File: src/swtmp_pkg.sv
// Shared constants, register map and helper functions of the square wave
// tone and melody player.
// No dependencies.
package swtmp_pkg;

    // Word field widths
    localparam int MODE_W       = 2;
    localparam int NOTE_PER_W   = 8;
    localparam int COUNT_W      = 16;
    localparam int LEN_W        = 5;
    localparam int NOTES_W      = 64;
    localparam int TABLE_IDX_W  = 4;
    localparam int TABLE_SIZE   = 16;

    // Configuration port geometry: 64-bit registers at 8-byte spacing
    localparam int CFG_DATA_W   = 64;
    localparam int CFG_ADDR_W   = 6;
    localparam int CFG_SEL_LSB  = 3;
    localparam int CFG_SEL_W    = CFG_ADDR_W - CFG_SEL_LSB;

    // Parameter defaults
    localparam int DEF_MAX_MELODY_NOTES = 16;
    localparam int DEF_PERIOD_BITS      = 8;

    // Command codes carried by the mode field
    localparam logic [MODE_W-1:0] MODE_TICK   = 2'd0;
    localparam logic [MODE_W-1:0] MODE_NOTE   = 2'd1;
    localparam logic [MODE_W-1:0] MODE_MELODY = 2'd2;

    // Register indexes
    localparam logic [CFG_SEL_W-1:0] REG_NOTE_TICKS   = 3'd0;
    localparam logic [CFG_SEL_W-1:0] REG_STEP_TICKS   = 3'd1;
    localparam logic [CFG_SEL_W-1:0] REG_MEL_LENGTH   = 3'd2;
    localparam logic [CFG_SEL_W-1:0] REG_NOTES_LOW    = 3'd3;
    localparam logic [CFG_SEL_W-1:0] REG_NOTES_HIGH   = 3'd4;

    // Register reset values
    localparam logic [COUNT_W-1:0] RST_NOTE_TICKS = 16'd400;
    localparam logic [COUNT_W-1:0] RST_STEP_TICKS = 16'd1250;
    localparam logic [LEN_W-1:0]   RST_MEL_LENGTH = 5'd16;

    localparam logic [COUNT_W-1:0] COUNT_MAX = '1;

    // Pick one 8-bit note period out of the two packed table registers
    function automatic logic [NOTE_PER_W-1:0] table_note(
        input logic [NOTES_W-1:0]     notes_low,
        input logic [NOTES_W-1:0]     notes_high,
        input logic [TABLE_IDX_W-1:0] idx
    );
        logic [2*NOTES_W-1:0] notes_all;
        notes_all = {notes_high, notes_low};
        return notes_all[{idx, 3'b000} +: NOTE_PER_W];
    endfunction

    // Clamp the melody length into 1 .. max_notes
    function automatic logic [LEN_W-1:0] eff_length(
        input logic [LEN_W-1:0] len,
        input logic [LEN_W-1:0] max_notes
    );
        logic [LEN_W-1:0] n;
        n = len;
        if (n == '0)
        begin
            n = LEN_W'(1);
        end
        if (n > max_notes)
        begin
            n = max_notes;
        end
        return n;
    endfunction

endpackage

File: src/square_wave_tone_and_melody_player.sv
// Top level of the square wave tone and melody player: APB register file,
// tick counters, phase machine and output word register.
// Depends on swtmp_pkg.
//
// Each input word is a tick, a play-note command or a start-melody command,
// and each one yields exactly one output word holding the speaker level and
// status. A word is taken every clock cycle while in_stall is low: the
// counters, the phase machine and the output register all update in the cycle
// the word is accepted, and the throughput is one word per cycle unless
// stalled; in_stall rises only while the output register holds a word that
// the sink stalls. Registers are 64 bits wide at byte addresses 0, 8, 16,
// 24, 32 and should be written only while the block is idle.
module square_wave_tone_and_melody_player #(
    parameter int MAX_MELODY_NOTES = swtmp_pkg::DEF_MAX_MELODY_NOTES,
    parameter int PERIOD_BITS      = swtmp_pkg::DEF_PERIOD_BITS
) (
    input  logic                                clk,
    input  logic                                rst_n,

    // Configuration port
    input  logic                                psel,
    input  logic                                penable,
    input  logic                                pwrite,
    input  logic [swtmp_pkg::CFG_ADDR_W-1:0]    paddr,
    input  logic [swtmp_pkg::CFG_DATA_W-1:0]    pwdata,
    output logic [swtmp_pkg::CFG_DATA_W-1:0]    prdata,
    output logic                                pready,

    // Command words
    input  logic                                in_valid,
    output logic                                in_stall,
    input  logic [swtmp_pkg::MODE_W-1:0]        mode,
    input  logic [swtmp_pkg::NOTE_PER_W-1:0]    note_period,

    // Status words
    output logic                                out_valid,
    input  logic                                out_stall,
    output logic                                speaker,
    output logic                                sounding,
    output logic                                melody_active
);

    localparam int POS_W  = (MAX_MELODY_NOTES > 1) ? $clog2(MAX_MELODY_NOTES) : 1;
    localparam int WAVE_W = PERIOD_BITS + 1;
    localparam int HALF_W = PERIOD_BITS - 1;
    localparam logic [swtmp_pkg::LEN_W-1:0] MAX_LEN = swtmp_pkg::LEN_W'(MAX_MELODY_NOTES);
    localparam logic [WAVE_W-1:0] WAVE_MAX = '1;

    typedef enum logic [2:0] {
        PH_IDLE   = 3'd0,
        PH_WAIT   = 3'd1,
        PH_CHECK  = 3'd2,
        PH_LOW    = 3'd3,
        PH_HIGH   = 3'd4
    } phase_t;

    // Configuration registers
    logic [swtmp_pkg::COUNT_W-1:0]  note_ticks_reg;
    logic [swtmp_pkg::COUNT_W-1:0]  step_ticks_reg;
    logic [swtmp_pkg::LEN_W-1:0]    mel_length_reg;
    logic [swtmp_pkg::NOTES_W-1:0]  notes_low_reg;
    logic [swtmp_pkg::NOTES_W-1:0]  notes_high_reg;

    // Player state
    phase_t                         phase_reg, phase_next;
    logic [WAVE_W-1:0]              wave_reg, wave_next;
    logic [swtmp_pkg::COUNT_W-1:0]  note_el_reg, note_el_next;
    logic [swtmp_pkg::COUNT_W-1:0]  mel_el_reg, mel_el_next;
    logic [POS_W-1:0]               pos_reg, pos_next;
    logic [PERIOD_BITS-1:0]         cur_period_reg, cur_period_next;
    logic [HALF_W-1:0]              half_reg, half_next;
    logic                           in_melody_reg, in_melody_next;
    logic                           pin_reg, pin_next;

    // Output word register
    logic                           out_valid_reg;
    logic                           speaker_reg;
    logic                           sounding_reg;
    logic                           melody_reg;

    logic                           cfg_write;
    logic [swtmp_pkg::CFG_SEL_W-1:0] cfg_sel;
    logic                           accept;

    // Tick helpers
    logic [WAVE_W-1:0]              wave_inc;
    logic [swtmp_pkg::COUNT_W-1:0]  note_inc;
    logic [swtmp_pkg::COUNT_W-1:0]  mel_inc;
    logic [swtmp_pkg::LEN_W-1:0]    pos_plus;
    logic [swtmp_pkg::LEN_W-1:0]    len_eff;
    logic [PERIOD_BITS-1:0]         new_period;

    assign pready    = 1'b1;
    assign cfg_sel   = paddr[swtmp_pkg::CFG_ADDR_W-1:swtmp_pkg::CFG_SEL_LSB];
    assign cfg_write = psel && penable && pwrite && pready;

    // Read back the selected register
    always_comb
    begin
        unique case (cfg_sel)
            swtmp_pkg::REG_NOTE_TICKS: prdata = swtmp_pkg::CFG_DATA_W'(note_ticks_reg);
            swtmp_pkg::REG_STEP_TICKS: prdata = swtmp_pkg::CFG_DATA_W'(step_ticks_reg);
            swtmp_pkg::REG_MEL_LENGTH: prdata = swtmp_pkg::CFG_DATA_W'(mel_length_reg);
            swtmp_pkg::REG_NOTES_LOW:  prdata = notes_low_reg;
            swtmp_pkg::REG_NOTES_HIGH: prdata = notes_high_reg;
            default:                   prdata = '0;
        endcase
    end

    // Write the configuration registers
    always_ff @(posedge clk or negedge rst_n)
    begin
        if (!rst_n)
        begin
            note_ticks_reg <= swtmp_pkg::RST_NOTE_TICKS;
            step_ticks_reg <= swtmp_pkg::RST_STEP_TICKS;
            mel_length_reg <= swtmp_pkg::RST_MEL_LENGTH;
            notes_low_reg  <= '0;
            notes_high_reg <= '0;
        end
        else if (cfg_write)
        begin
            unique case (cfg_sel)
                swtmp_pkg::REG_NOTE_TICKS:
                    note_ticks_reg <= pwdata[swtmp_pkg::COUNT_W-1:0];
                swtmp_pkg::REG_STEP_TICKS:
                    step_ticks_reg <= pwdata[swtmp_pkg::COUNT_W-1:0];
                swtmp_pkg::REG_MEL_LENGTH:
                    mel_length_reg <= pwdata[swtmp_pkg::LEN_W-1:0];
                swtmp_pkg::REG_NOTES_LOW:
                    notes_low_reg  <= pwdata;
                swtmp_pkg::REG_NOTES_HIGH:
                    notes_high_reg <= pwdata;
                default: ;
            endcase
        end
    end

    // Handshake: hold off only while a finished word is stalled at the output
    assign in_stall  = out_valid_reg && out_stall;
    assign accept    = in_valid && !in_stall;
    assign out_valid = out_valid_reg;
    assign speaker       = speaker_reg;
    assign sounding      = sounding_reg;
    assign melody_active = melody_reg;

    // Saturating tick counters and the melody index
    assign wave_inc = (wave_reg < WAVE_MAX) ? wave_reg + 1'b1 : WAVE_MAX;
    assign note_inc = (note_el_reg < swtmp_pkg::COUNT_MAX) ? note_el_reg + 1'b1
                                                          : swtmp_pkg::COUNT_MAX;
    assign mel_inc  = (mel_el_reg < swtmp_pkg::COUNT_MAX) ? mel_el_reg + 1'b1
                                                         : swtmp_pkg::COUNT_MAX;
    assign pos_plus = swtmp_pkg::LEN_W'(pos_reg) + 1'b1;
    assign len_eff  = swtmp_pkg::eff_length(mel_length_reg, MAX_LEN);

    // Pick the period of the note about to start
    always_comb
    begin
        case (mode)
            swtmp_pkg::MODE_NOTE:
                new_period = PERIOD_BITS'(note_period);
            swtmp_pkg::MODE_MELODY:
                new_period = PERIOD_BITS'(swtmp_pkg::table_note(
                    notes_low_reg, notes_high_reg, '0));
            default:
                new_period = PERIOD_BITS'(swtmp_pkg::table_note(
                    notes_low_reg, notes_high_reg,
                    swtmp_pkg::TABLE_IDX_W'(pos_plus)));
        endcase
    end

    // Advance counters and step the phase machine
    always_comb
    begin
        phase_next      = phase_reg;
        wave_next       = wave_reg;
        note_el_next    = note_el_reg;
        mel_el_next     = mel_el_reg;
        pos_next        = pos_reg;
        cur_period_next = cur_period_reg;
        half_next       = half_reg;
        in_melody_next  = in_melody_reg;
        pin_next        = pin_reg;

        case (mode)
            swtmp_pkg::MODE_TICK:
            begin
                wave_next    = wave_inc;
                note_el_next = note_inc;
                mel_el_next  = mel_inc;
                unique case (phase_reg)
                    PH_WAIT:
                    begin
                        if (mel_inc >= step_ticks_reg)
                        begin
                            mel_el_next = '0;
                            // Stop after the last note, before indexing past it
                            if (pos_plus >= len_eff)
                            begin
                                in_melody_next = 1'b0;
                                phase_next     = PH_IDLE;
                            end
                            else
                            begin
                                pos_next        = POS_W'(pos_plus);
                                phase_next      = PH_CHECK;
                                cur_period_next = new_period;
                                half_next       = new_period[PERIOD_BITS-1:1];
                                note_el_next    = '0;
                            end
                        end
                    end
                    PH_CHECK:
                    begin
                        if (note_inc >= note_ticks_reg)
                        begin
                            note_el_next = '0;
                            phase_next   = in_melody_reg ? PH_WAIT : PH_IDLE;
                        end
                        else
                        begin
                            wave_next  = '0;
                            phase_next = PH_LOW;
                        end
                    end
                    PH_LOW:
                    begin
                        if (wave_inc >= WAVE_W'(half_reg))
                        begin
                            pin_next   = 1'b1;
                            phase_next = PH_HIGH;
                        end
                    end
                    PH_HIGH:
                    begin
                        if (wave_inc >= WAVE_W'(cur_period_reg))
                        begin
                            pin_next   = 1'b0;
                            phase_next = PH_CHECK;
                        end
                    end
                    default:
                    begin
                        pin_next   = 1'b0;
                        phase_next = PH_IDLE;
                    end
                endcase
            end
            swtmp_pkg::MODE_NOTE:
            begin
                phase_next      = PH_CHECK;
                cur_period_next = new_period;
                half_next       = new_period[PERIOD_BITS-1:1];
                note_el_next    = '0;
            end
            swtmp_pkg::MODE_MELODY:
            begin
                in_melody_next  = 1'b1;
                pos_next        = '0;
                mel_el_next     = '0;
                phase_next      = PH_CHECK;
                cur_period_next = new_period;
                half_next       = new_period[PERIOD_BITS-1:1];
                note_el_next    = '0;
            end
            default: ;
        endcase
    end

    // Hold player state and output valid
    always_ff @(posedge clk or negedge rst_n)
    begin
        if (!rst_n)
        begin
            phase_reg      <= PH_IDLE;
            wave_reg       <= '0;
            note_el_reg    <= '0;
            mel_el_reg     <= '0;
            pos_reg        <= '0;
            cur_period_reg <= '0;
            half_reg       <= '0;
            in_melody_reg  <= 1'b0;
            pin_reg        <= 1'b0;
            out_valid_reg  <= 1'b0;
        end
        else
        begin
            if (accept)
            begin
                phase_reg      <= phase_next;
                wave_reg       <= wave_next;
                note_el_reg    <= note_el_next;
                mel_el_reg     <= mel_el_next;
                pos_reg        <= pos_next;
                cur_period_reg <= cur_period_next;
                half_reg       <= half_next;
                in_melody_reg  <= in_melody_next;
                pin_reg        <= pin_next;
                out_valid_reg  <= 1'b1;
            end
            else if (!out_stall)
            begin
                out_valid_reg  <= 1'b0;
            end
        end
    end

    // Load the output word
    always_ff @(posedge clk)
    begin
        if (accept)
        begin
            speaker_reg  <= pin_next;
            sounding_reg <= (phase_next == PH_CHECK) || (phase_next == PH_LOW)
                            || (phase_next == PH_HIGH);
            melody_reg   <= in_melody_next;
        end
    end

endmodule

File: config.mk
export PLATFORM = sky130hd
export DESIGN_NAME = square_wave_tone_and_melody_player
export DESIGN_NICKNAME = d
export VERILOG_FILES = /design/src/swtmp_pkg.sv /design/src/square_wave_tone_and_melody_player.sv
export SDC_FILE = /design/constraint.sdc
export NUM_CORES = 1
export LEC_CHECK = 0
export BUFFER_PORTS_ARGS = -buffer_cell sky130_fd_sc_hd__buf_2
export CORE_ASPECT_RATIO = 1.5
export CORE_MARGIN = 2
export CORE_UTILIZATION = 50
export CTS_CLUSTER_DIAMETER = 50
export DETAILED_ROUTE_END_ITERATION = 10
export GPL_TIMING_DRIVEN = 0
export PLACE_DENSITY = 0.67
export SYNTH_ARGS = -nofsm -noshare
export SYNTH_HDL_FRONTEND = slang
export SYNTH_SLANG_ARGS = --single-unit
File: constraint.sdc
create_clock -name clk -period 4.9 [get_ports clk]
set_input_delay 0.49 -clock clk [delete_from_list [all_inputs] [get_ports clk]]
set_output_delay 0.49 -clock clk [all_outputs]
set_load 0.01 [all_outputs]
Word-level counts from Yosys, hierarchy flattened --
Cells that the tools add are included.
Word-level totals: bits in registers 234, input port bits 87, output and inout bits 70
Cells by class: $add $sub $neg 4, magnitude comparators 9, equality and inequality tests 17, shift-type cells 1, muxes and demuxes 47, reduce and logical (&&, ||, !) cells 24
Operators with widths (count):
- 64-bit case mux with 5 select lines | 1
- 128-bit by 8-bit variable part select with 8-bit output | 1
- 16-bit 2-to-1 mux | 7
- 16-bit case mux with 2 select lines | 3
- 16-bit by 1-bit adder with 16-bit output (second input constant) | 2
- 16-bit greater-or-equal comparator | 2
- 16-bit < comparator (second input constant) | 2
- 8-bit case mux with 2 select lines | 2
- 9-bit 2-to-1 mux | 3
- 8-bit 2-to-1 mux | 3
- 7-bit 2-to-1 mux | 3
- 3-bit by 2-bit == test with 1-bit output (second input constant) | 6
- 2-bit AND reduction | 8
- 7-bit case mux with 2 select lines | 1
- 4-bit 2-to-1 mux | 3
- 3-bit case mux with 4 select lines | 1
- 5-bit 2-to-1 mux | 2
- 5-bit AND reduction | 2
- 9-bit by 1-bit adder with 9-bit output (second input constant) | 1
- 3-bit == test (second input constant) | 3
- 9-bit by 7-bit greater-or-equal comparator with 1-bit output | 1
- 9-bit by 8-bit greater-or-equal comparator with 1-bit output | 1
- 9-bit < comparator (second input constant) | 1
- 1-bit 2-to-1 mux | 9
- 22 further kinds | 34

Longest topological paths before layout --
Gate-level depths: netlist (run 1).
depth after elaboration 12, gate-level depth with buffers 18

Worst setup path after synthesis (run 1) --
OpenSTA, ideal clock, no wires.
path kind register to register, start reg note_el_reg[0] (netlist name), end reg sounding_reg (netlist: sounding) (data pin), arrival 3837 ps, required time 4628 ps, slack 791 ps, stages on the path, launching flop included 16, buffers on the path 0, path through dfrtp_1 ha_1 nand3_1 nor3_1 and2_0 nand4_1 and2_1 ha_1 nand2b_1 a211oi_1 o211ai_1 a211oi_4 o21bai_4 a2111oi_4 o211a_1 or4_1
On the way: longest elaborated chain between the ends 9, elaborated cells between the ends (all ways) 12, those cells by class 1 x add/sub; 2 x order compare; 3 x eq/ne; 4 x mux; 2 x reduce/logical
Ends and longest elaborated chain:
- from (decl) | RTL line square_wave_tone_and_melody_player.sv:67 | logic [swtmp_pkg::COUNT_W-1:0] note_el_reg, note_el_next;
- from (signal assigned) | RTL line square_wave_tone_and_melody_player.sv:292 | note_el_reg <= note_el_next;
- 16-bit by 1-bit adder with 16-bit output or 16-bit < comparator (tied branches) | RTL line square_wave_tone_and_melody_player.sv:149 | assign note_inc = (note_el_reg < swtmp_pkg::COUNT_MAX) ? note_el_reg + 1'b1
- 16-bit 2-to-1 mux (*) | RTL line square_wave_tone_and_melody_player.sv:149
- 16-bit greater-or-equal comparator (*) | RTL line square_wave_tone_and_melody_player.sv:215 | if (note_inc >= note_ticks_reg)
- 2-bit 2-to-1 mux (*) | RTL line square_wave_tone_and_melody_player.sv:215
- 3-bit case mux with 4 select lines (*) | RTL line square_wave_tone_and_melody_player.sv:191 | unique case (phase_reg)
- 3-bit case mux with 2 select lines (*) | RTL line square_wave_tone_and_melody_player.sv:185 | case (mode)
- 3-bit by 2-bit == test with 1-bit output | RTL line square_wave_tone_and_melody_player.sv:314 | sounding_reg <= (phase_next == PH_CHECK) || (phase_next == PH_LOW)
- 1-bit logical OR | RTL line square_wave_tone_and_melody_player.sv:314
- 1-bit logical OR (*) | RTL line square_wave_tone_and_melody_player.sv:315 | || (phase_next == PH_HIGH);
- to (signal assigned) | RTL line square_wave_tone_and_melody_player.sv:314
- to (decl) | RTL line square_wave_tone_and_melody_player.sv:78 | logic sounding_reg;
Mark *: on every way between the ends. The rest lies on a longest branch, timed or not. A chain may end at the register's enable or synchronous reset.

Worst setup path after layout (run 1) --
start reg note_el_reg[2] (netlist name), end reg sounding_reg (netlist: sounding) (data pin)
The elaborated chain is that of the path after synthesis.

==> summary.txt, run 1 <==
Run status
  – Status: complete, but fails checks
  – Failing checks: hold timing

Timing
  – Final hold viol count: 1
  – Post-route setup slack: approximately 0.25 ns
  – Rel. slew slack: around 14%
  – # setup viols final: 0
  – Fmax: around 210 MHz
  – Unrepaired setup endpoints after global routing: true
  – Period utilization: a little over nine tenths
  – WHS: -0.00151 ns
  – Final Max Slew Viols: 0
  – Final min period: around 4.7 ns
  – Worst Skew: ~0.015 ns
  – Total negative setup slack: 0 ns
  – Worst-Margin Slew: 1.28 ns

Die
  – Chip width: 137 um
  – Die area: 27900 sq um
  – IO Pins: between 150 and 200
  – CORE AREA: between 20000 and 30000 sq um
  – Die Span Y: about 200 um
  – Initial core utilization: 50.4%
  – # rows: 73

Synthesis
  – Ys async rst share: between 90% and 100%
  – Register area share after synthesis: between 40 and 50%
  – Synth Instances: between 1000 and 1500
  – Seq cells post-synth: about 230
  – Yosys warns: 0
  – Post-synth EDFFs: 3
  – Syn_nets: ~1400
  – Synth Flop Type: dfrtp_1
  – Syn avg cell area: 10.8 sq um
  – Cell Area, Synth: 13300 sq um
  – Yosys cell types: 71

Pwr
  – P_int: approximately 4.5 mW
  – Overall Power: ~7 mW
  – Pwr dens: between 400 and 500 nW/um^2
  – Logic pwr share: a little over a third
  – Worst vdd ir: around 0.41 mV
  – Flop pwr share: a little under two fifths
  – Leakage: about 7.1 nW
  – Switching part of the total: between 30% and 40%
  – Clock share of power: between 20 and 30%
  – Switching pwr: about 2.4 mW

CTS
  – CTS max path bufs: 3
  – Worst skew pair latency: 0.53 ns
  – H-tree depth: 1
  – CTS Root Cell: clkbuf_16
  – CTS tree: yes
  – Clock sink count: ~230
  – Clock transition at path regs: around 0.060 ns
  – CTS Buf Count: 25

Route
  – DR WL/cell: between 20 and 25 um
  – DR iter-0 viols: 620
  – Post-DRT Antenna Nets: 0
  – Avg Vias per Cell: 6.09
  – TritonRoute pass-1 iters: 7
  – Post-Route WL: ~40000 um
  – Vias: ~11000
  – DRC Markers: 0

Worst setup path
  – Worst endpoint required time: 5.16 ns
  – Reg2reg path depth: 15
  – R2R setup slack: approximately 0.25 ns
  – Critical Path Fanout Max: 7
  – Reg2reg end: sounding$_DFFE_PP_
  – Crit path cell chain: nand3_1 -> nor3_1 -> nand4_1 -> nor3_1 -> and3_1 -> and3_1 -> nor2_1 -> ha_1 -> nand4_1 -> a211oi_2 -> a211oi_4 -> o21bai_4 -> a2111oi_4 -> nor4_1 -> or4_1
  – Startpoint types: register
  – Data arrival time of the critical path: ~5 ns
  – Max incr delay on CP: roughly 0.52 ns
  – FF-to-FF Start: note_el_reg[2]$_DFFE_PN0P_
  – WS Path Type: register to register
  – Slowest cell on the critical path: or4_1
  – Kind of end point of the critical path: register

Global routing
  – Gr usage total: ~30%
  – First-pass GRT wire length: approximately 62000 um
  – Vias in the first global route: roughly 11000
  – Pin count of the biggest net entering global routing: 125
  – Initial antenna violation count: 2
  – Grt total ovfl: 0

Job
  – Count of max-cap constraint violations: 0

Layout
  – Antenna diode count: 0
  – Post-layout utilization of the core: about 58%
  – P&R area growth vs syn: 15.6%
  – # fillers: 2286
  – Nets: 1553
  – Design Area, Final: 15300 sq um
  – Share of layout cells above drive strength 1: 29.8%
  – Final std cells w/o fill: between 1500 and 2000

Place
  – DP Worst Slack: -0.175 ns
  – Placed cell count: between 1500 and 2000
  – Final Wtd Congestion: 0.936
  – Post-DP Area: 14500 sq um
  – Port bufs: ~150
  – Detail Placement HPWL: between 30000 and 40000 um

Hold path
  – Tightest Hold Check Type: primary input to async pin
==> power groups by stage <==
stage	clock network, mW	registers, mW	logic (mW)
2_1_floorplan	0	2.46	1.69
3_3_place_gp	0	2.57	2.34
3_5_place_dp	0	2.59	2.40
4_1_cts	1.91	2.56	2.42
5_1_grt	1.98	2.61	2.63
6_report	1.88	2.57	2.43
==> what timing repair did <==
item,4_1_cts,5_1_grt
cloned,0,0
hold buffers,0,0
buffers inserted,1,2
gates resized for setup,1,4
setup endpoints to repair,11,21
pin swaps,1,2
==> how the worst max path moves through the flow <==
| stage | start | end | slack, ns | cells past startpoint |
|---|---|---|---|---|
| 2_1_floorplan | note_el_reg[0]$_DFFE_PN0P_ | sounding$_DFFE_PP_ | 0.79 | 15 |
| 3_3_place_gp | rst_n | notes_high_reg[23]$_DFFE_PN0P_ | -0.66 | 1 |
| 3_5_place_dp | mel_el_reg[2]$_DFFE_PN0P_ | note_el_reg[5]$_DFFE_PN0P_ | -0.18 | 17 |
| 4_1_cts | mel_el_reg[2]$_DFFE_PN0P_ | note_el_reg[3]$_DFFE_PN0P_ | 0.04 | 17 |
| 5_1_grt | mel_el_reg[0]$_DFFE_PN0P_ | sounding$_DFFE_PP_ | -0.009 | 17 |
| 6_report | note_el_reg[2]$_DFFE_PN0P_ | sounding$_DFFE_PP_ | 0.25 | 15 |
==> cell usage after synthesis (3+ instances only) <==
cell / instances / area share, %
ha_1: 60 / 5.7
nor4_1: 3 / 0.14
nand2b_1: 13 / 0.61
a31oi_1: 5 / 0.24
o21a_1: 7 / 0.40
and2_1: 3 / 0.14
inv_1: 54 / 1.5
dfrtp_1: 215 / 41
and3_1: 12 / 0.57
o31ai_1: 6 / 0.34
edfxtp_1: 3 / 0.68
nor3b_1: 4 / 0.23
nand2_1: 124 / 3.5
mux2i_1: 20 / 1.5
xnor2_1: 16 / 1.1
o211ai_1: 3 / 0.17
buf_2: 10 / 0.38
nor2b_1: 12 / 0.57
a21o_1: 7 / 0.40
o22ai_1: 10 / 0.47
a22oi_1: 18 / 1.0
nor2_1: 55 / 1.6
mux4_2: 40 / 6.8
dfstp_2: 9 / 1.8
a21oi_1: 59 / 2.2
buf_1: 7 / 0.20
a211oi_1: 4 / 0.23
clkbuf_1: 53 / 1.5
nand3_1: 29 / 1.1
nand4_1: 17 / 0.80
o21ai_0: 81 / 3.1
mux2_2: 144 / 12
xor2_1: 7 / 0.46
a22o_1: 64 / 4.2
a221oi_1: 3 / 0.20
and4_1: 3 / 0.20
nor3_1: 7 / 0.26
==> layout make-up <==
type | instances | area (sq um) | area share [%]
repair buffers | 156 | 821 | 5.35
well taps | 337 | 422 | 2.75
inverters | 56 | 210 | 1.37
plain buffers | 72 | 293 | 1.91
clock buffers | 33 | 686 | 4.47
flip-flops and latches | 227 | 5710 | 37.2
multi-input cells | 868 | 7060 | 46.1
clock inverters | 13 | 129 | 0.841
==> cells by family (layout without fill, tap and decap cells) <==
group / count (synthesis) / in the layout / synth area share [%]
buffers and inverters: 129 / 330 / 3.81
DFF: 227 / 227 / 43.0
and+or+nand+nor: 293 / 293 / 10.5
other: 1 / 1 / 0.0283
muxes: 204 / 204 / 20.5
xor gates and xnor gates: 23 / 23 / 1.52
adders and majority gates: 60 / 60 / 5.66
AOI/OAI and AO/OA: 287 / 287 / 14.9
==> critical path: cells and delay by family, from the launching register on <==
kind,cells,cell delay [ns]
AND/OR/NAND/NOR,10,2.61
AO/OA/AOI/OAI,4,1.01
flip-flops,1,0.45
adder cells (fa/ha/maj),1,0.31
==> metal layers <==
| layer | GRT usage (%) | share of wire [%] | vias to the layer above |
|---|---|---|---|
| li1 | - | - | 4857 |
| met1 | 33.5 | 36 | 5351 |
| met2 | 51.7 | 51 | 433 |
| met3 | 5.27 | 6.8 | 96 |
| met4 | 14.8 | 6.0 | 2 |
| met5 | 0 | 0.030 | - |
==> placed cells by master, fill, tap and decap left out, types with 55 or more instances in the layout <==
cell and instances:
a21oi_1 59, a22o_1 64, buf_2 161, clkbuf_1 56, dfrtp_1 215, ha_1 59, mux2_2 144, nand2_1 124
nor2_1 55, o21ai_0 80
No activity file was read; power rests on OpenSTA's default activity.
==> inputs of run 2 (changes only) <==
REMOVE_ABC_BUFFERS = 1   (was unset)
==> summary.txt, run 2 (synthesis gave the netlist of run 1 again) <==
Run status
  – Status: finished clean

Route
  – DR WL/cell: 20.5 um (-9.6%)
  – Post-DRT Antenna Nets: 0 (unchanged)
  – Post-Route WL: 35300 um (-12%)
  – Avg Vias per Cell: 6.01 (-1.3%)
  – Vias: 10300 (-3.9%)
  – DR iter-0 viols: 748 (+21%)
  – TritonRoute pass-1 iters: 6 (-1)
  – DRC Markers: 0 (unchanged)

Worst setup path
  – CP Depth: 16 (+1)
  – Reg2reg path depth: 16 (+1)
  – Worst path bufs/invs: 1 (+1)
  – Cell family with most CP delay: simple AND/OR/NAND/NOR gates
  – Slowest cell on the critical path: or4_1
  – Critical Path Fanout Max: 15 (+8)
  – Startpoint types: register
  – Worst endpoint required time: 5.17 ns (about the same)
  – FF-to-FF Start: mel_el_reg[4]$_DFFE_PN0P_
  – Critical path startpoint: mel_el_reg[4]$_DFFE_PN0P_
  – Crit path cell chain: and4_1 -> nand2_1 -> nor2_1 -> and4_1 -> nand2b_1 -> nand2_1 -> inv_1 -> ha_1 -> nand2b_4 -> a2111oi_4 -> o41ai_2 -> a211oi_2 -> nor2_2 -> a2111oi_4 -> nor4_1 -> or4_1
  – Max incr delay on CP: 0.53 ns (about the same)
  – R2R setup slack: 0.23 ns (about the same)
  – Kind of end point of the critical path: register
  – WS Path Type: register to register
  – Data arrival time of the critical path: 4.94 ns (+0.02 ns)

Global routing
  – Grt total ovfl: 0 (unchanged)
  – Vias in the first global route: 10400 (-5.9%)
  – First-pass GRT wire length: 56800 um (-8.6%)
  – Gr usage total: 26.0% (-3.3 points)
  – Pin count of the biggest net entering global routing: 96 (-23%)
  – Initial antenna violation count: 2 (unchanged)

Layout
  – Most frequent cells in the layout: 214 x dfrtp_1, 151 x buf_2, 144 x mux2_2
  – Share of layout cells above drive strength 1: 32.2% (+2.4 points)
  – P&R area growth vs syn: 16.5%
  – Most common cell after layout, fill and taps aside: dfrtp_1
  – Multi-input combinational cell area: 7130 sq um (+0.97%)
  – Reg area: 5710 sq um (about the same)
  – Design Area, Final: 15500 sq um (+0.82%)
  – Nets: 1506 (-3.0%)
  – # fillers: 2232 (-2.4%)

Die
  – IO Pins: 157 (unchanged)
  – Chip width: 137 um (unchanged)
  – # rows: 73 (unchanged)
  – Die area: 27900 sq um (unchanged)
  – Initial core utilization: 50.4% (unchanged)
  – Die Span Y: 203 um (unchanged)
  – CORE AREA: 26300 sq um (unchanged)

CTS
  – CTS Buf Count: 26 (+4.0%)
  – CTS Root Cell: clkbuf_16
  – CTS max path bufs: 3 (unchanged)
  – H-tree depth: 1 (unchanged)
  – Worst skew pair latency: 0.55 ns (+0.02 ns)
  – CTS tree: yes
  – Clock sink count: 227 (unchanged)
  – Clock transition at path regs: 0.06 ns (about the same)

Timing
  – # setup viols final: 0 (unchanged)
  – Worst Skew: 0.0215 ns (+0.00609 ns)
  – Total negative setup slack: 0 ns (unchanged)
  – Fmax: 214 MHz (-0.27%)
  – Rel. slew slack: 13.3% (-0.46 points)
  – Post-route setup slack: 0.234 ns (-0.0125 ns)
  – WHS: 0.166 ns (+0.167 ns)
  – Final Max Slew Viols: 0 (unchanged)
  – Worst-Margin Slew: 1.30 ns (+0.0160 ns)
  – Final hold viol count: 0 (-1)
  – Period utilization: 95.2% (+0.25 points)
  – Final min period: 4.67 ns (+0.0125 ns)

Hold path
  – Tightest Hold Check Type: primary input to register
  – Hold path cells: 2
  – Hold_sp: in_valid

Place
  – Final Wtd Congestion: 0.929 (-0.71%)
  – DP Worst Slack: -0.731 ns (-0.556 ns)
  – Detail Placement HPWL: 25000 um (-18%)
  – Post-DP Area: 14500 sq um (-0.13%)
  – Port bufs: 152 (unchanged)

Pwr
  – Leakage: 7.17 nW (+0.68%)
  – Worst vdd ir: 0.341 mV (-16%)
  – Pwr dens: 439 nW/um^2 (-2.3%)
  – Overall Power: 6.78 mW (-1.5%)

Job
  – Count of max-cap constraint violations: 0 (unchanged)
[run 2: cell count changes in the layout (fill, tap and decap cells not counted), sizes merged]
cell | before | now
dlygate4sd3 | 0 | 1
clkinvlp | 3 | 2
buf | 174 | 178
clkinv | 5 | 7
nand4 | 18 | 19
diode | 0 | 1
inv | 60 | 58
clkbuf | 87 | 36
[run 2: layout make-up]
type                    instances  share of cell area [%]
well taps                     337                    2.73
clock inverters                12                   0.721
clock buffers                  36                    4.72
flip-flops and latches        227                    36.9
diodes                          1                  0.0162
repair buffers                179                    7.38
inverters                      56                    1.36
multi-input cells             869                    46.1
[run 2: per-layer routing]
metal | track usage, % | up-vias | share of wire (%)
met2 | 42.9 | 279 | 50
met3 | 4.50 | 74 | 5.2
li1 | - | 4774 | -
met5 | 0 | - | 0
met1 | 33.1 | 5197 | 41
met4 | 12.2 | 0 | 4.6
[run 2: worst paths after layout]
kind / endpoint
setup / recovery: sounding$_DFFE_PP_
hold / removal: out_valid$_DFFE_PN0P_
setup reg to reg: sounding$_DFFE_PP_
hold reg to reg: pin_reg$_DFFE_PN0P_
max in group asynchronous: step_ticks_reg[6]$_DFFE_PN1P_
min in group asynchronous: notes_high_reg[33]$_DFFE_PN0P_
[run 2: worst register-to-register path, stage by stage (launching register included)]
cell and delay [ns]:
dfrtp_1 0.44, and4_1 0.30, nand2_1 0.07, nor2_1 0.16, and4_1 0.27, nand2b_1 0.35, nand2_1 0.22, inv_1 0.06
ha_1 0.27, nand2b_4 0.15, a2111oi_4 0.38, o41ai_2 0.13, a211oi_2 0.42, nor2_2 0.17, a2111oi_4 0.39, nor4_1 0.09
or4_1 0.53
[run 2: repair_timing]
action / 4_1_cts / 5_1_grt
setup endpoints to repair: 17 / 24
pin swaps: 1 / 2
resized for setup: 1 / 5
buffers inserted: 1 / 9
endpoints found under the hold margin: 58 / 0
hold buffers: 1 / 0
gates cloned: 1 / 0
[run 2: where the power goes]
| group | internal [mW] | switching (mW) | leakage, nW |
|---|---|---|---|
| sequential | 2.25 | 0.317 | 2.87 |
| clock | 1.10 | 0.816 | 0.409 |
| combinational | 1.18 | 1.11 | 3.89 |
[run 2: per-stage QoR]
stage	utilization, %	std cells
2_1_floorplan	-	1151
3_3_place_gp	53.8	1640
3_5_place_dp	55.0	1656
4_1_cts	58.3	1707
5_1_grt	58.7	1717
6_report	58.7	1717
==> inputs of run 3 (changes only) <==
ABC_AREA = 1   (was unset)
CAP_MARGIN = 10   (was unset)
==> summary.txt, run 3 <==
Run status
  – Status: complete, but fails checks
  – Failing checks: hold timing

Die
  – Die area: 28100 sq um (+0.89%)
  – CORE AREA: 26400 sq um (+0.35%)
  – Initial core utilization: 50.7% (+0.29 points)
  – Chip width: 138 um (+0.45%)
  – # rows: 73 (unchanged)
  – IO Pins: 157 (unchanged)
  – Die Span Y: 204 um (+0.45%)

Route
  – Vias: 12200 (+18%)
  – Avg Vias per Cell: 5.50 (-8.5%)
  – TritonRoute pass-1 iters: 5 (-1)
  – DR iter-0 viols: 813 (+8.7%)
  – Post-Route WL: 37400 um (+6.0%)
  – DRC Markers: 0 (unchanged)
  – Post-DRT Antenna Nets: 0 (unchanged)
  – DR WL/cell: 16.9 um (-18%)

Worst setup path
  – WS Path Type: register to register
  – Kind of end point of the critical path: register
  – Worst endpoint required time: 5.36 ns (+0.19 ns)
  – Startpoint types: register
  – Critical Path Fanout Max: 16 (+1)
  – FF-to-FF Start: note_el_reg[0]$_DFFE_PN0P_
  – Critical path startpoint: note_el_reg[0]$_DFFE_PN0P_
  – Data arrival time of the critical path: 4.77 ns (-0.17 ns)

Synthesis
  – Post-synth EDFFs: 3 (unchanged)
  – Register area share after synthesis: 42.6% (-0.39 points)
  – Top cell type's share of synthesized area: 40.2% (-0.37 points)
  – Most common cell in the netlist: nand2_1
  – Yosys warns: 0 (unchanged)
  – Synth Flop Type: dfrtp_1
  – Synth top area cells: dfrtp_1 40%, o21ai_0 11%, nand2_1 9.7%, inv_1 7.4%, ha_1 5.6%
  – Top cells by count, synth: 345 x nand2_1, 292 x o21ai_0, 263 x inv_1
  – Area leader, netlist: dfrtp_1
  – Ys async rst share: 98.7% (unchanged)
  – Seq cells post-synth: 227 (unchanged)
  – Synth Instances: 1752 (+43%)
  – Syn avg cell area: 7.64 sq um (-29%)
  – Cell Area, Synth: 13400 sq um (+0.92%)
  – Yosys cell types: 49 (-31%)

Place
  – Placed cell count: 2165 (+31%)
  – Port bufs: 152 (unchanged)
  – Final Wtd Congestion: 0.875 (-5.8%)
  – DP Worst Slack: 0.643 ns (+1.37 ns)
  – Detail Placement HPWL: 26100 um (+4.7%)

Layout
  – Final std cells w/o fill: 2216 (+29%)
  – Most frequent cells in the layout: 343 x nand2_1, 292 x o21ai_0, 261 x inv_1
  – Most common cell after layout, fill and taps aside: nand2_1
  – Share of layout cells above drive strength 1: 14.9% (-17 points)
  – # fillers: 2455 (+10%)
  – Nets: 2005 (+33%)
  – P&R area growth vs syn: 14.2%

CTS
  – Clock transition at path regs: 0.06 ns (about the same)
  – Cts hold-fix bufs: 0 (-1)
  – CTS tree: yes
  – H-tree depth: 1 (unchanged)
  – Number of gates resized after CTS: 0 (-1)
  – Worst skew pair latency: 0.54 ns (about the same)
  – CTS max path bufs: 3 (unchanged)
  – CTS Buf Count: 27 (+3.8%)
  – Clock sink count: 227 (unchanged)
  – Post-CTS Setup Repair Bufs: 0 (-1)
  – CTS Root Cell: clkbuf_16

Pwr
  – Leakage: 7.65 nW (+6.7%)
  – Pwr dens: 454 nW/um^2 (+3.4%)
  – Overall Power: 6.93 mW (+2.2%)
  – Worst vdd ir: 0.350 mV (+2.6%)

Timing
  – Rel. slew slack: 29.1% (+16 points)
  – Final Max Slew Viols: 0 (unchanged)
  – Total negative setup slack: 0 ns (unchanged)
  – WHS: -0.0439 ns (-0.209 ns)
  – Final hold viol count: 11 (+11)
  – # setup viols final: 0 (unchanged)
  – Worst-Margin Slew: 1.06 ns (-0.234 ns)
  – Fmax: 232 MHz (+8.3%)
  – Unrepaired setup endpoints after global routing: false
  – Post-route setup slack: 0.593 ns (+0.359 ns)
  – Worst Skew: 0.0113 ns (-0.0102 ns)
  – Final min period: 4.31 ns (-0.359 ns)
  – Period utilization: 87.9% (-7.3 points)

Global routing
  – Gr usage total: 27.2% (+1.2 points)
  – Pin count of the biggest net entering global routing: 120 (+25%)
  – Initial antenna violation count: 4 (+2)
  – First-pass GRT wire length: 60300 um (+6.2%)
  – Vias in the first global route: 11800 (+13%)
  – Grt total ovfl: 0 (unchanged)

Job
  – Count of max-cap constraint violations: 0 (unchanged)

Hold path
  – Tightest Hold Check Type: primary input to async pin
## run 3: cell types whose count changed in the layout (fill, tap and decap cells not counted), moves of 40 or more
cell     previous run  this run
o21ai_0            79       292
a22o_1             64         4
inv_1              54       261
nor2_1             52        99
a21oi_1            59       125
mux4_2             40         0
nand2_1           124       343
mux2_2            144        16
## run 3: final cells by class
class	count	area (sq um)	area share, %
Multi-Input combinational cell	1173	6330	41.4
Sequential cell	227	5710	37.4
Inverter	268	1010	6.59
Timing Repair Buffer	161	965	6.32
Clock buffer	38	767	5.02
Tap cell	337	422	2.76
Clock inverter	11	80.1	0.524
Antenna cell	1	2.50	0.0164
## run 3: worst paths after layout
check,endpoint,cells after the start,slack (ns)
setup / recovery,note_el_reg[7]$_DFFE_PN0P_,13,0.59
hold / removal,notes_low_reg[32]$_DFFE_PN0P_,1,-0.04
setup reg to reg,note_el_reg[7]$_DFFE_PN0P_,13,0.59
hold reg to reg,note_ticks_reg[14]$_DFFE_PN0P_,2,0.49
max in group asynchronous,mel_el_reg[15]$_DFFE_PN0P_,2,3.83
min in group clk,notes_high_reg[45]$_DFFE_PN0P_,3,0.17
## run 3: critical path, stage by stage, from the launching register on
cell,delay (ns)
dfrtp_1,0.42
ha_1,0.23
nand3_2,0.11
nor3_2,0.28
nand4_1,0.63
nand3_1,0.37
ha_1,0.30
a21oi_1,0.13
o21ai_0,0.12
nor2_1,0.18
nand4_1,0.50
nand2_1,0.69
nand3_1,0.14
o21ai_0,0.11
## run 3: per-layer routing
metal | up-vias | track usage (%) | wire [um] | part of all wire (%)
li1 | 5971 | - | - | -
met1 | 5753 | 33.9 | 15400 | 41
met2 | 363 | 46.1 | 18500 | 49
met3 | 95 | 4.66 | 1900 | 5.1
met4 | 6 | 11.9 | 1560 | 4.2
met5 | - | 0 | 39 | 0.10
## run 3: cells by family (layout without fill, tap and decap cells)
family,count (synthesis),in the layout,synth area share (%)
DFF,227,227,42.6
other,1,2,0.0280
buffers and inverters,352,478,10.3
muxes,16,16,1.35
xor gates and xnor gates,19,19,1.30
AOI/OAI and AO/OA,507,507,20.4
and+or+nand+nor,570,570,18.4
adders and majority gates,60,60,5.61
## run 3: report_power, final
group          leakage, nW  internal [mW]  switching (mW)
clock network        0.418           1.10           0.827
logic                 4.50          0.864            1.64
registers             2.73           2.25           0.245
total                 7.65           4.21            2.71
## run 3: per-stage QoR
stage	utilization, %	area (sq um)
2_1_floorplan	-	13000
3_3_place_gp	53.8	14200
3_5_place_dp	54.6	14400
4_1_cts	57.8	15300
5_1_grt	57.9	15300
6_report	57.9	15300
